<file path="src/rtl/akpd_pkg.sv">
// Package: shared constants, register indexes and controller/datapath types for the key detector.
`default_nettype none

package akpd_pkg;

    localparam int NUM_KEYS       = 64;
    localparam int EVENT_CAPACITY = 16;
    localparam int ADC_BITS       = 12;

    localparam int KEY_W     = 6;
    localparam int SAMPLE_W  = 12;
    localparam int THR_W     = 10;
    localparam int SHIFT_W   = 4;
    localparam int Q8_W      = 20;
    localparam int TRAVEL_W  = 10;
    localparam int COUNT_W   = 32;
    localparam int KEY_IDX_W = (NUM_KEYS > 1) ? $clog2(NUM_KEYS) : 1;
    localparam int FEV_W     = $clog2(EVENT_CAPACITY + 1);

    localparam int DIVD_W = 22;
    localparam int DIVS_W = 12;
    localparam int DCNT_W = $clog2(DIVD_W + 1);

    localparam int IN_DATA_W  = 24;
    localparam int OUT_DATA_W = 112;

    localparam int CFG_IDX_W  = 3;
    localparam int CFG_DATA_W = 12;

    localparam logic [CFG_IDX_W-1:0] CFG_RELEASED  = 3'd0;
    localparam logic [CFG_IDX_W-1:0] CFG_PRESSED   = 3'd1;
    localparam logic [CFG_IDX_W-1:0] CFG_PRESS_THR = 3'd2;
    localparam logic [CFG_IDX_W-1:0] CFG_REL_THR   = 3'd3;
    localparam logic [CFG_IDX_W-1:0] CFG_SHIFT     = 3'd4;

    localparam logic [SAMPLE_W-1:0] RELEASED_RST  = 12'd1000;
    localparam logic [SAMPLE_W-1:0] PRESSED_RST   = 12'd3000;
    localparam logic [THR_W-1:0]    PRESS_THR_RST = 10'd450;
    localparam logic [THR_W-1:0]    REL_THR_RST   = 10'd350;
    localparam logic [SHIFT_W-1:0]  SHIFT_RST     = 4'd2;
    localparam logic [Q8_W-1:0]     FILT_RST      = {RELEASED_RST, 8'd0};

    localparam logic [TRAVEL_W-1:0] TRAVEL_FULL = 10'd1000;

    typedef struct packed {
        logic load;
        logic filter;
        logic mult;
        logic div_start;
        logic commit;
    } akpd_cmd_t;

    typedef struct packed {
        logic key_valid;
        logic div_done;
        logic commit_stall;
    } akpd_status_t;

endpackage

`default_nettype wire

</file>
<file path="src/rtl/akpd_div.sv">
// Restoring unsigned divider, one quotient bit per cycle.
`default_nettype none

module akpd_div
    import akpd_pkg::*;
(
    input  wire logic              clk,
    input  wire logic              rst_n,
    input  wire logic              start,
    input  wire logic [DIVD_W-1:0] dividend,
    input  wire logic [DIVS_W-1:0] divisor,
    output logic                   done,
    output logic [DIVD_W-1:0]      quotient
);

    logic [DIVD_W-1:0] quo_reg;
    logic [DIVS_W-1:0] rem_reg;
    logic [DIVS_W-1:0] dvs_reg;
    logic [DCNT_W-1:0] cnt_reg;
    logic              busy_reg;
    logic              done_reg;

    logic [DIVS_W:0]   trial;
    logic [DIVS_W:0]   diff;

    assign trial = {rem_reg, quo_reg[DIVD_W-1]};
    assign diff  = trial - {1'b0, dvs_reg};

    always_ff @(posedge clk or negedge rst_n)
    begin
        if (!rst_n)
        begin
            busy_reg <= 1'b0;
            done_reg <= 1'b0;
            cnt_reg  <= '0;
        end
        else
        begin
            done_reg <= 1'b0;
            if (start)
            begin
                busy_reg <= 1'b1;
                cnt_reg  <= DCNT_W'(DIVD_W);
            end
            else if (busy_reg)
            begin
                cnt_reg <= cnt_reg - 1'b1;
                if (cnt_reg == DCNT_W'(1))
                begin
                    busy_reg <= 1'b0;
                    done_reg <= 1'b1;
                end
            end
        end
    end

    always_ff @(posedge clk)
    begin
        if (start)
        begin
            quo_reg <= dividend;
            rem_reg <= '0;
            dvs_reg <= divisor;
        end
        else if (busy_reg)
        begin
            if (!diff[DIVS_W])
            begin
                rem_reg <= diff[DIVS_W-1:0];
                quo_reg <= {quo_reg[DIVD_W-2:0], 1'b1};
            end
            else
            begin
                rem_reg <= trial[DIVS_W-1:0];
                quo_reg <= {quo_reg[DIVD_W-2:0], 1'b0};
            end
        end
    end

    assign done     = done_reg;
    assign quotient = quo_reg;

endmodule

`default_nettype wire

</file>
<file path="src/rtl/akpd_ctrl.sv">
// Controller: sequences one sample through read, filter, multiply, divide and commit.
`default_nettype none

module akpd_ctrl
    import akpd_pkg::*;
(
    input  wire logic         clk,
    input  wire logic         rst_n,
    input  wire logic         s_tvalid,
    output logic              s_tready,
    input  wire akpd_status_t status,
    output akpd_cmd_t         cmd
);

    typedef enum logic [5:0] {
        ST_IDLE = 6'b000001,
        ST_READ = 6'b000010,
        ST_MUL  = 6'b000100,
        ST_DIVL = 6'b001000,
        ST_DIV  = 6'b010000,
        ST_DEC  = 6'b100000
    } state_t;

    state_t state_reg;
    state_t state_next;

    always_comb
    begin
        state_next = state_reg;
        unique case (state_reg)
            ST_IDLE:
            begin
                if (s_tvalid && status.key_valid)
                begin
                    state_next = ST_READ;
                end
            end
            ST_READ: state_next = ST_MUL;
            ST_MUL:  state_next = ST_DIVL;
            ST_DIVL: state_next = ST_DIV;
            ST_DIV:
            begin
                if (status.div_done)
                begin
                    state_next = ST_DEC;
                end
            end
            ST_DEC:
            begin
                if (!status.commit_stall)
                begin
                    state_next = ST_IDLE;
                end
            end
            default: state_next = ST_IDLE;
        endcase
    end

    always_ff @(posedge clk or negedge rst_n)
    begin
        if (!rst_n)
        begin
            state_reg <= ST_IDLE;
        end
        else
        begin
            state_reg <= state_next;
        end
    end

    assign s_tready      = (state_reg == ST_IDLE);
    assign cmd.load      = (state_reg == ST_IDLE) && s_tvalid;
    assign cmd.filter    = (state_reg == ST_READ);
    assign cmd.mult      = (state_reg == ST_MUL);
    assign cmd.div_start = (state_reg == ST_DIVL);
    assign cmd.commit    = (state_reg == ST_DEC) && !status.commit_stall;

endmodule

`default_nettype wire

</file>
<file path="src/rtl/akpd_dp.sv">
// Datapath: config registers, per-key filter memory, travel arithmetic, hysteresis and result register.
`default_nettype none

module akpd_dp
    import akpd_pkg::*;
(
    input  wire logic                  clk,
    input  wire logic                  rst_n,
    input  wire logic [IN_DATA_W-1:0]  s_tdata,
    input  wire logic                  s_tuser,
    output logic                       m_tvalid,
    input  wire logic                  m_tready,
    output logic [OUT_DATA_W-1:0]      m_tdata,
    input  wire logic                  cfg_valid,
    input  wire logic [CFG_IDX_W-1:0]  cfg_index,
    input  wire logic [CFG_DATA_W-1:0] cfg_data,
    input  wire akpd_cmd_t             cmd,
    output akpd_status_t               status
);

    // configuration
    logic [SAMPLE_W-1:0] rel_reg;
    logic [SAMPLE_W-1:0] prs_reg;
    logic [THR_W-1:0]    press_thr_reg;
    logic [THR_W-1:0]    rel_thr_reg;
    logic [SHIFT_W-1:0]  shift_reg;

    always_ff @(posedge clk or negedge rst_n)
    begin
        if (!rst_n)
        begin
            rel_reg       <= RELEASED_RST;
            prs_reg       <= PRESSED_RST;
            press_thr_reg <= PRESS_THR_RST;
            rel_thr_reg   <= REL_THR_RST;
            shift_reg     <= SHIFT_RST;
        end
        else if (cfg_valid)
        begin
            unique case (cfg_index)
                CFG_RELEASED:  rel_reg       <= cfg_data[SAMPLE_W-1:0];
                CFG_PRESSED:   prs_reg       <= cfg_data[SAMPLE_W-1:0];
                CFG_PRESS_THR: press_thr_reg <= cfg_data[THR_W-1:0];
                CFG_REL_THR:   rel_thr_reg   <= cfg_data[THR_W-1:0];
                CFG_SHIFT:     shift_reg     <= cfg_data[SHIFT_W-1:0];
                default: ;
            endcase
        end
    end

    // input item
    logic [KEY_W-1:0]    in_key;
    logic [SAMPLE_W-1:0] in_sample;
    logic [KEY_W-1:0]    key_reg;
    logic [SAMPLE_W-1:0] sample_reg;
    logic [KEY_IDX_W-1:0] idx;

    assign in_key    = s_tdata[KEY_W-1:0];
    assign in_sample = s_tdata[KEY_W +: SAMPLE_W];
    assign idx       = key_reg[KEY_IDX_W-1:0];

    assign status.key_valid = ({{(32-KEY_W){1'b0}}, in_key} < 32'(NUM_KEYS));

    always_ff @(posedge clk)
    begin
        if (cmd.load)
        begin
            key_reg    <= in_key;
            sample_reg <= in_sample & SAMPLE_W'((1 << ADC_BITS) - 1);
        end
    end

    // filter memory; unwritten entries read as the reset level
    logic [Q8_W-1:0]     filt_mem [NUM_KEYS];
    logic [NUM_KEYS-1:0] fvalid_reg;
    logic [Q8_W-1:0]     rd_q_reg;
    logic                rd_valid_reg;
    logic [Q8_W-1:0]     filt_reg;
    logic [Q8_W-1:0]     filt_next;

    logic [Q8_W-1:0]    cur;
    logic signed [21:0] fdiff;
    logic signed [21:0] fstep;
    logic signed [21:0] fsum;

    assign cur       = rd_valid_reg ? rd_q_reg : FILT_RST;
    assign fdiff     = $signed({2'b00, sample_reg, 8'd0}) - $signed({2'b00, cur});
    assign fstep     = fdiff >>> shift_reg;
    assign fsum      = $signed({2'b00, cur}) + fstep;
    assign filt_next = fsum[21] ? '0 : fsum[Q8_W-1:0];

    always_ff @(posedge clk)
    begin
        if (cmd.load)
        begin
            rd_q_reg <= filt_mem[in_key[KEY_IDX_W-1:0]];
        end
        if (cmd.filter)
        begin
            filt_mem[idx] <= filt_next;
            filt_reg      <= filt_next;
        end
    end

    always_ff @(posedge clk or negedge rst_n)
    begin
        if (!rst_n)
        begin
            fvalid_reg   <= '0;
            rd_valid_reg <= 1'b0;
        end
        else
        begin
            if (cmd.load)
            begin
                rd_valid_reg <= fvalid_reg[in_key[KEY_IDX_W-1:0]];
            end
            if (cmd.filter)
            begin
                fvalid_reg[idx] <= 1'b1;
            end
        end
    end

    // travel = (level - released) * 1000 / (pressed - released)
    logic [SAMPLE_W-1:0] level;
    logic signed [12:0]  tdiff;
    logic signed [23:0]  prod_next;
    logic signed [23:0]  prod_reg;
    logic signed [23:0]  prod_neg;
    logic signed [12:0]  span;
    logic signed [12:0]  span_neg;
    logic [DIVD_W-1:0]   prod_mag;
    logic [DIVS_W-1:0]   span_mag;
    logic                neg_reg;
    logic                span_zero_reg;
    logic                div_done;
    logic [DIVD_W-1:0]   quo;

    assign level     = filt_reg[Q8_W-1:8];
    assign tdiff     = $signed({1'b0, level}) - $signed({1'b0, rel_reg});
    assign prod_next = $signed({{11{tdiff[12]}}, tdiff}) * $signed({14'd0, TRAVEL_FULL});
    assign prod_neg  = -prod_reg;
    assign prod_mag  = prod_reg[23] ? prod_neg[DIVD_W-1:0] : prod_reg[DIVD_W-1:0];
    assign span      = $signed({1'b0, prs_reg}) - $signed({1'b0, rel_reg});
    assign span_neg  = -span;
    assign span_mag  = span[12] ? span_neg[DIVS_W-1:0] : span[DIVS_W-1:0];

    always_ff @(posedge clk)
    begin
        if (cmd.mult)
        begin
            prod_reg <= prod_next;
        end
        if (cmd.div_start)
        begin
            neg_reg       <= prod_reg[23] ^ span[12];
            span_zero_reg <= (span == 13'sd0);
        end
    end

    akpd_div u_div (
        .clk      (clk),
        .rst_n    (rst_n),
        .start    (cmd.div_start),
        .dividend (prod_mag),
        .divisor  (span_mag),
        .done     (div_done),
        .quotient (quo)
    );

    assign status.div_done = div_done;

    // hysteresis and event decision
    logic [TRAVEL_W-1:0] travel;
    logic [NUM_KEYS-1:0] key_down_reg;
    logic                prev_down;
    logic                now_down;
    logic                emit;
    logic [FEV_W-1:0]    frame_events_reg;
    logic [COUNT_W-1:0]  frame_counter_reg;
    logic [COUNT_W-1:0]  event_counter_reg;
    logic                m_tvalid_reg;

    always_comb
    begin
        priority if (span_zero_reg || neg_reg)
        begin
            travel = '0;
        end
        else if (quo >= DIVD_W'(TRAVEL_FULL))
        begin
            travel = TRAVEL_FULL;
        end
        else
        begin
            travel = quo[TRAVEL_W-1:0];
        end
    end

    assign prev_down = key_down_reg[idx];
    assign now_down  = prev_down ? (travel > rel_thr_reg) : (travel >= press_thr_reg);
    assign emit      = (now_down != prev_down) && (frame_events_reg < FEV_W'(EVENT_CAPACITY));

    assign status.commit_stall = emit && m_tvalid_reg && !m_tready;

    always_ff @(posedge clk or negedge rst_n)
    begin
        if (!rst_n)
        begin
            key_down_reg      <= '0;
            frame_events_reg  <= '0;
            frame_counter_reg <= '0;
            event_counter_reg <= '0;
            m_tvalid_reg      <= 1'b0;
        end
        else
        begin
            if (cmd.commit && emit)
            begin
                m_tvalid_reg <= 1'b1;
            end
            else if (m_tready)
            begin
                m_tvalid_reg <= 1'b0;
            end
            if (cmd.load && s_tuser)
            begin
                frame_events_reg  <= '0;
                frame_counter_reg <= frame_counter_reg + 1'b1;
            end
            if (cmd.commit)
            begin
                key_down_reg[idx] <= now_down;
                if (emit)
                begin
                    frame_events_reg  <= frame_events_reg + 1'b1;
                    event_counter_reg <= event_counter_reg + 1'b1;
                end
            end
        end
    end

    // result register
    logic [KEY_W-1:0]    ev_key_reg;
    logic                ev_down_reg;
    logic [SAMPLE_W-1:0] ev_sample_reg;
    logic [SAMPLE_W-1:0] ev_level_reg;
    logic [TRAVEL_W-1:0] ev_travel_reg;
    logic [COUNT_W-1:0]  ev_frame_reg;
    logic [COUNT_W-1:0]  ev_count_reg;

    always_ff @(posedge clk)
    begin
        if (cmd.commit && emit)
        begin
            ev_key_reg    <= key_reg;
            ev_down_reg   <= now_down;
            ev_sample_reg <= sample_reg;
            ev_level_reg  <= level;
            ev_travel_reg <= travel;
            ev_frame_reg  <= frame_counter_reg;
            ev_count_reg  <= event_counter_reg + 1'b1;
        end
    end

    assign m_tvalid = m_tvalid_reg;
    assign m_tdata  = {7'd0, ev_count_reg, ev_frame_reg, ev_travel_reg, ev_level_reg,
                       ev_sample_reg, ev_down_reg, ev_key_reg};

    a_frame_events_cap: assert property (@(posedge clk) disable iff (!rst_n)
        frame_events_reg <= FEV_W'(EVENT_CAPACITY))
        else $error("per-frame event count above capacity");

    a_out_from_commit: assert property (@(posedge clk) disable iff (!rst_n)
        $rose(m_tvalid_reg) |-> $past(cmd.commit))
        else $error("result raised without a commit");

    a_count_with_out: assert property (@(posedge clk) disable iff (!rst_n)
        (event_counter_reg != $past(event_counter_reg)) |-> m_tvalid_reg)
        else $error("event counted without a result");

endmodule

`default_nettype wire

</file>
<file path="src/rtl/analog_key_press_detector.sv">
// Top level: analog key press detector, stream in, event stream out, config write port.
`default_nettype none

// Takes one ADC sample per transfer on the s_ side, low-pass filters the key's level,
// converts it to travel per mille and applies press/release hysteresis; a change of a
// key's down state gives one result transfer on the m_ side, at most EVENT_CAPACITY
// per frame. After a transfer s_tready stays low through the filter update, multiply, divider load,
// the bit-serial divider steps (one per quotient bit), divider done and decision, so no new sample
// is taken before the previous one is through. A sample with an event to send while the previous
// result is not yet taken waits at its decision step. Config writes are always ready.

module analog_key_press_detector
    import akpd_pkg::*;
(
    input  wire logic                  clk,
    input  wire logic                  rst_n,
    input  wire logic                  s_tvalid,
    output logic                       s_tready,
    input  wire logic [IN_DATA_W-1:0]  s_tdata,  // key_index[5:0], sample[17:6], zero fill
    input  wire logic                  s_tuser,  // frame_start
    output logic                       m_tvalid,
    input  wire logic                  m_tready,
    output logic [OUT_DATA_W-1:0]      m_tdata,  // event_key[5:0], now_down[6],
                                                 // event_sample[18:7], smoothed_level[30:19],
                                                 // travel_pm[40:31], frame_number[72:41],
                                                 // events_so_far[104:73], zero fill
    input  wire logic                  cfg_valid,
    output logic                       cfg_ready,
    input  wire logic [CFG_IDX_W-1:0]  cfg_index,
    input  wire logic [CFG_DATA_W-1:0] cfg_data
);

    akpd_cmd_t    cmd;
    akpd_status_t status;

    assign cfg_ready = 1'b1;

    akpd_ctrl u_ctrl (
        .clk      (clk),
        .rst_n    (rst_n),
        .s_tvalid (s_tvalid),
        .s_tready (s_tready),
        .status   (status),
        .cmd      (cmd)
    );

    akpd_dp u_dp (
        .clk       (clk),
        .rst_n     (rst_n),
        .s_tdata   (s_tdata),
        .s_tuser   (s_tuser),
        .m_tvalid  (m_tvalid),
        .m_tready  (m_tready),
        .m_tdata   (m_tdata),
        .cfg_valid (cfg_valid && cfg_ready),
        .cfg_index (cfg_index),
        .cfg_data  (cfg_data),
        .cmd       (cmd),
        .status    (status)
    );

endmodule

`default_nettype wire
</file>
<file path="config.mk">
export PLATFORM = sky130hd
export DESIGN_NAME = analog_key_press_detector
export DESIGN_NICKNAME = d
export VERILOG_FILES = /design/src/rtl/akpd_pkg.sv /design/src/rtl/akpd_div.sv /design/src/rtl/akpd_ctrl.sv /design/src/rtl/akpd_dp.sv /design/src/rtl/analog_key_press_detector.sv
export SDC_FILE = /design/constraint.sdc
export NUM_CORES = 2
export LEC_CHECK = 0
export CAP_MARGIN = 20
export CORE_MARGIN = 8
export CORE_UTILIZATION = 40
export DETAILED_ROUTE_END_ITERATION = 6
export DONT_BUFFER_PORTS = 1
export GPL_ROUTABILITY_DRIVEN = 0
export SLEW_MARGIN = 20
export SYNTH_ARGS = -nofsm -noshare
export SYNTH_HDL_FRONTEND = slang
export SYNTH_SLANG_ARGS = --single-unit
</file>
<file path="constraint.sdc">
create_clock -name clk -period 16.05 [get_ports clk]
set_input_delay 0 -clock clk [delete_from_list [all_inputs] [get_ports clk]]
set_output_delay 0 -clock clk [all_outputs]
set_load 0.05 [all_outputs]
</file>
# Word-level counts from Yosys, hierarchy flattened
# Memory sizes are Yosys's and may differ from the RTL's. A register that Yosys moved wholly into a read port is not among the register bits.
# Index checks and enable logic that the tools add are counted.
word_totals:
  reg_bits: 472
  ramBits: 1280
  in_bits: 45
  out_inout_bits: 115
  n_memories: 1
mem_list:
  columns: ["memory", "depth", "width", "read_ports", "rd_ports_with_merged_regs", "write_ports", "line_no", "source"]
  rows:
  - ["u_dp.filt_mem", 64, 20, 1, 1, 1, "akpd_dp.sv:74", "logic [Q8_W-1:0] filt_mem [NUM_KEYS];"]
classes:
  add_sub_neg: 11
  n_mul: 1
  order_cmp: 7
  n_eq_ne: 15
  shift: 1
  mux: 37
  bitwise_logic: 2
  reduce_logical: 22
ops:
  columns: ["operator", "count"]
  rows:
  - ["two-way mux 22 bit", 3]
  - ["adder 32 x 1 -> 32 bit (second input constant)", 2]
  - ["bitwise mux 64 bit", 1]
  - ["OR 64 bit", 1]
  - ["two-way mux 20 bit", 2]
  - ["one-hot mux 6 bit (6 select lines)", 1]
  - ["subtractor 12 x 12 -> 13 bit", 2]
  - ["two-way mux 5 bit", 5]
  - ["two-way mux 12 bit", 2]
  - ["adder 21 x 22 -> 22 bit", 1]
  - [">= comparator 22 x 10 -> 1 bit (second input constant)", 1]
  - ["negator 22 bit", 1]
  - [">>> shifter 22 x 4 -> 22 bit", 1]
  - ["multiplier 13 x 8 -> 21 bit (second input constant)", 1]
  - ["subtractor 20 x 20 -> 21 bit", 1]
  - ["two-way mux 10 bit", 2]
  - ["two-way mux 6 bit", 3]
  - ["two-way mux 1 bit", 15]
  - ["less-than comparator 6 x 7 -> 1 bit (second input constant)", 2]
  - ["zero test 13 bit", 1]
  - ["subtractor 13 x 12 -> 13 bit", 1]
  - ["binary-select mux 1 bit (select 6 bit)", 2]
  - ["negator 12 bit", 1]
  - ["AND reduction 2 bit", 6]
  - ["other kinds (27)", 38]

# Logic depth before layout (Yosys ltp)
logic_depth:
  ltp_word: 13
  ltp_mapped: 25
  mapped_depth_nobuf: 25

# By module
# From an unflattened synthesis, not the netlist that was laid out.
unflattened:
  hier_cells: 4392
  hier_area_um2: 75936.6
modules_own_cells:
  columns: ["mod", "n_inst", "cells_per_inst", "area_per_inst_um2"]
  rows:
  - ["akpd_dp", 1, 4085, 72674.7]
  - ["akpd_div", 1, 270, 2917.8]
  - ["akpd_ctrl", 1, 35, 332.8]
  - ["analog_key_press_detector", 1, 2, 11.3]

# Worst setup path before layout
# OpenSTA, ideal clock, no wires.
synth_timing:
  path_kind: "register -> register"
  startpoint: "register u_dp.rd_valid_reg"
  endpoint: "memory u_dp.filt_mem[0][4], data pin"
  setup_ns: 0.681
  t_arrival_ns: 7.642
  setup_slack_ns: 7.727
  path_stages_with_launch: 23
  path_buffers: 3
  path_cell_list: "dfrtp_1 clkbuf_1 clkbuf_1 clkbuf_1 nand2_1 ha_1 a21bo_2 or4_1 nand3_1 o41ai_1 xor2_1 a311oi_1 a21oi_1 nor3_1 ha_1 o21ai_0 a21oi_1 a21boi_0 o21ai_0 a31oi_1 o21ai_0 a211oi_2 nor3_1"
synth_via:
  elab_chain_len: 5
synth_rtl:
  columns: ["element", "line_no", "source"]
  rows:
  - ["from (decl)", "akpd_dp.sv:77", "logic rd_valid_reg;"]
  - ["from (signal assigned)", "akpd_dp.sv:116", "rd_valid_reg <= fvalid_reg[in_key[KEY_IDX_W-1:0]];"]
  - ["two-way mux 20 bit *", "akpd_dp.sv:86", "assign cur = rd_valid_reg ? rd_q_reg : FILT_RST;"]
  - ["subtractor 20 x 20 -> 21 bit", "akpd_dp.sv:87", "assign fdiff = $signed({2'b00, sample_reg, 8'd0}) - $signed({2'b00, cur});"]
  - [">>> shifter 22 x 4 -> 22 bit", "akpd_dp.sv:88", "assign fstep = fdiff >>> shift_reg;"]
  - ["adder 21 x 22 -> 22 bit *", "akpd_dp.sv:89", "assign fsum = $signed({2'b00, cur}) + fstep;"]
  - ["two-way mux 20 bit *", "akpd_dp.sv:90", "assign filt_next = fsum[21] ? '0 : fsum[Q8_W-1:0];"]
  - ["net u_dp.filt_next[4]", "akpd_dp.sv:79", "logic [Q8_W-1:0] filt_next;"]
  - ["to (decl)", "akpd_dp.sv:74", null]
# Mark *: on every way through the listed nets, which the timed path passes. The rest lies on a longest branch.

# Worst setup path in the final report
layout_timing:
  startpoint: "register u_dp.rd_valid_reg"
  endpoint: "memory u_dp.filt_mem[13][10], data pin"
# Same word-level chain as after synthesis.

==> metrics.csv <==
metric,value,unit
status,completed,
Post-synth EDFFs,1491,
Sink Count,1763,
final hold slack,75.1,ps
DRC,0,
H-tree depth,4,
hold-critical path depth,3,
root buf cell,clkbuf_16,
Die X,452,µm
final setup margin,7780,ps
Die Span Y,452,µm
Initial DRT Pass Iterations,5,
Ys Warns,0,
number of synthesized register bits,1763,
vias per std cell,5.54,
clk_lat worst skew,840,ps
Overall Global Routing Usage,17.7,%
core area,0.190,mm²
initial antenna violation count,14,
crit end category,flip-flop,
Area growth syn-to-layout,13.8,%
dpl hpwl,105000,µm
Worst Path Max Fanout,33,
initial core utilization,40.1,%
WP data required,16540,ps
largest net degree at the start of global routing,338,
fin crit share,51.5,%
Die ar.,0.205,mm²
Mapped Area,0.0762,mm²
"commonest non-fill, non-tap cell in the layout",edfxtp_1,
IO Count,160,
vias in the first global route,40163,
clock skew,65.9,ps
Worst EP arrival,8760,ps
Iter 0 DRT Violations,3562,
drt wl/cell,25.5,µm
Most used DFF post-synth,edfxtp_1,
first-pass GRT wire length,271000,µm
Num CTS Buffers,180,
Avg Inst Size Synth,17.4,µm²
CTS tree,done,
minimum clock period,8270,ps
RSZ-0062 raised after global routing,no,
Worst-path clk slew,60,ps
GR Overflow Total,0,
setup bufs post-CTS,0,
Largest register FFs,1280,
FMAX,121,MHz
Setup CP Type,flip-flop to flip-flop,
final hold viol count,0,
"Slew Viols, Final",0,
most frequent cells in the layout,"edfxtp_1 (1491), mux4_2 (449), dfrtp_1 (235)",
Total Wirelength,185000,µm
unique cell type count in the Yosys netlist,81,
routed via count,40155,
max cap viols,0,
ANT nets after route,0,
Place WS,7860,ps
Slew @ Worst Pin,1080,ps
nets@finish,4814,
Mapped Cells,4381,
clock tree buffer depth,3,
Startpoint Class,flip-flop,
Worst Reg-to-Reg Cells,21,
final setup TNS,0,ps
Hold Crit Class,primary input to flip-flop,
ys async rst share,14.7,%
port bufs,0,
slew margin rel.,28.1,%
Core Rows,160,
sequential fraction of the synthesis area,67.7,%
setup violators final,0,
layout cells sized above 1,23.5,%
[synthesized netlist by cell type, drive strengths merged (6+ instances only)]
library cell | instances | share of area, %
inv | 203 | 1.0
and3 | 32 | 0.26
nor3 | 114 | 0.75
o31a | 8 | 0.092
o41ai | 6 | 0.069
xnor2 | 130 | 1.5
or4 | 8 | 0.079
clkbuf | 139 | 0.69
nand2 | 184 | 0.91
o21bai | 7 | 0.069
o21ai | 125 | 0.82
mux2i | 29 | 0.38
ha | 142 | 2.3
o21a | 20 | 0.20
a211oi | 36 | 0.37
fa | 47 | 1.2
a21o | 12 | 0.12
nand2b | 29 | 0.24
mux2 | 95 | 1.4
xor2 | 71 | 0.82
nor2b | 26 | 0.21
a31oi | 17 | 0.14
nand3 | 68 | 0.45
a21oi | 76 | 0.50
buf | 59 | 0.44
nor3b | 14 | 0.14
nor2 | 190 | 0.94
nand4 | 19 | 0.16
dfxtp | 12 | 0.32
mux4 | 458 | 14
and4 | 10 | 0.11
o211ai | 19 | 0.19
dfrtp | 235 | 7.7
edfxtp | 1491 | 59
and2 | 22 | 0.18
or2 | 77 | 0.63
nand3b | 14 | 0.15
dfstp | 25 | 0.86
nor4 | 14 | 0.11
or3 | 18 | 0.15
o31ai | 10 | 0.099
[routing by layer]
layer,global-route usage (%),routed length (µm)
met1,24.3,78400
met2,30.0,92600
met3,3.02,10900
met4,3.74,3180
met5,0,27
[layout make-up]
cell class                      instances  area, µm²
Fill cell                           16166     103000
Antenna cell                            7       17.5
Timing Repair Buffer                  208       1990
Tap cell                             2511       3140
Multi-Input combinational cell       2224      23400
Sequential cell                      1763      51600
Clock buffer                          238       4860
Inverter                              203        764
Clock inverter                         96        985
[worst max-delay path: stages (launching register included)]
cell	delay, ps
dfrtp_1	1050
nand2_1	260
ha_1	430
nor2b_1	170
o21bai_1	220
nand3_1	190
o41ai_1	760
xor2_1	220
a311oi_1	550
a21oi_1	140
nor3_1	360
ha_1	340
o21ai_0	360
a21oi_1	150
a21boi_0	430
o21ai_0	240
a31oi_1	350
o21ai_0	270
a211oi_4	290
buf_4	500
nor2_4	270
buf_4	350
[path summary, 6_finish.rpt]
check / startpoint / endpoint / slack (ps)
max in group asynchronous: rst_n / u_dp.fvalid_reg[49]$_DFFE_PN0P_ / 14110
min in group asynchronous: rst_n / u_dp.fvalid_reg[32]$_DFFE_PN0P_ / 360
setup / recovery: u_dp.rd_valid_reg$_DFFE_PN0P_ / u_dp.filt_mem[13][10]$_DFFE_PP_ / 7780
hold / removal: cfg_data[1] / u_dp.press_thr_reg[1]$_DFFE_PN1P_ / 80
hold reg to reg: u_dp.frame_counter_reg[30]$_DFFE_PN0P_ / u_dp.ev_frame_reg[30]$_DFFE_PP_ / 450
setup reg to reg: u_dp.rd_valid_reg$_DFFE_PN0P_ / u_dp.filt_mem[13][10]$_DFFE_PP_ / 7780
[stage by stage]
stage / util [%] / instances / cell area, µm²
5_1_grt: 45.7 / 7243 / 86700
4_1_cts: 45.6 / 7237 / 86500
2_1_floorplan: - / 4388 / 76200
6_report: 45.7 / 7250 / 86700
3_3_place_gp: 42.0 / 6812 / 79700
3_5_place_dp: 42.0 / 6812 / 79700
[timing repair]
| item | CTS | global route |
|---|---|---|
| hold endpoints to repair | 430 | 32 |
| hold buffers | 91 | 1 |
| resized for setup | 0 | 0 |
[logic make-up (layout without fill, tap and decap cells)]
| logic type | after synthesis | count (layout) | synth area share [%] |
|---|---|---|---|
| DFF | 1763 | 1763 | 67.7 |
| and+or+nand+nor | 849 | 849 | 5.59 |
| muxes | 582 | 582 | 15.4 |
| buffers and inverters | 401 | 745 | 2.12 |
| AOI/OAI and AO/OA | 394 | 394 | 3.35 |
| xor gates and xnor gates | 201 | 201 | 2.31 |
| adders and majority gates | 189 | 189 | 3.57 |
| other | 2 | 16 | 0.00986 |
Power is not shown: default switching activity piles up to over one toggle a cycle in this logic, so the estimate is an artifact.
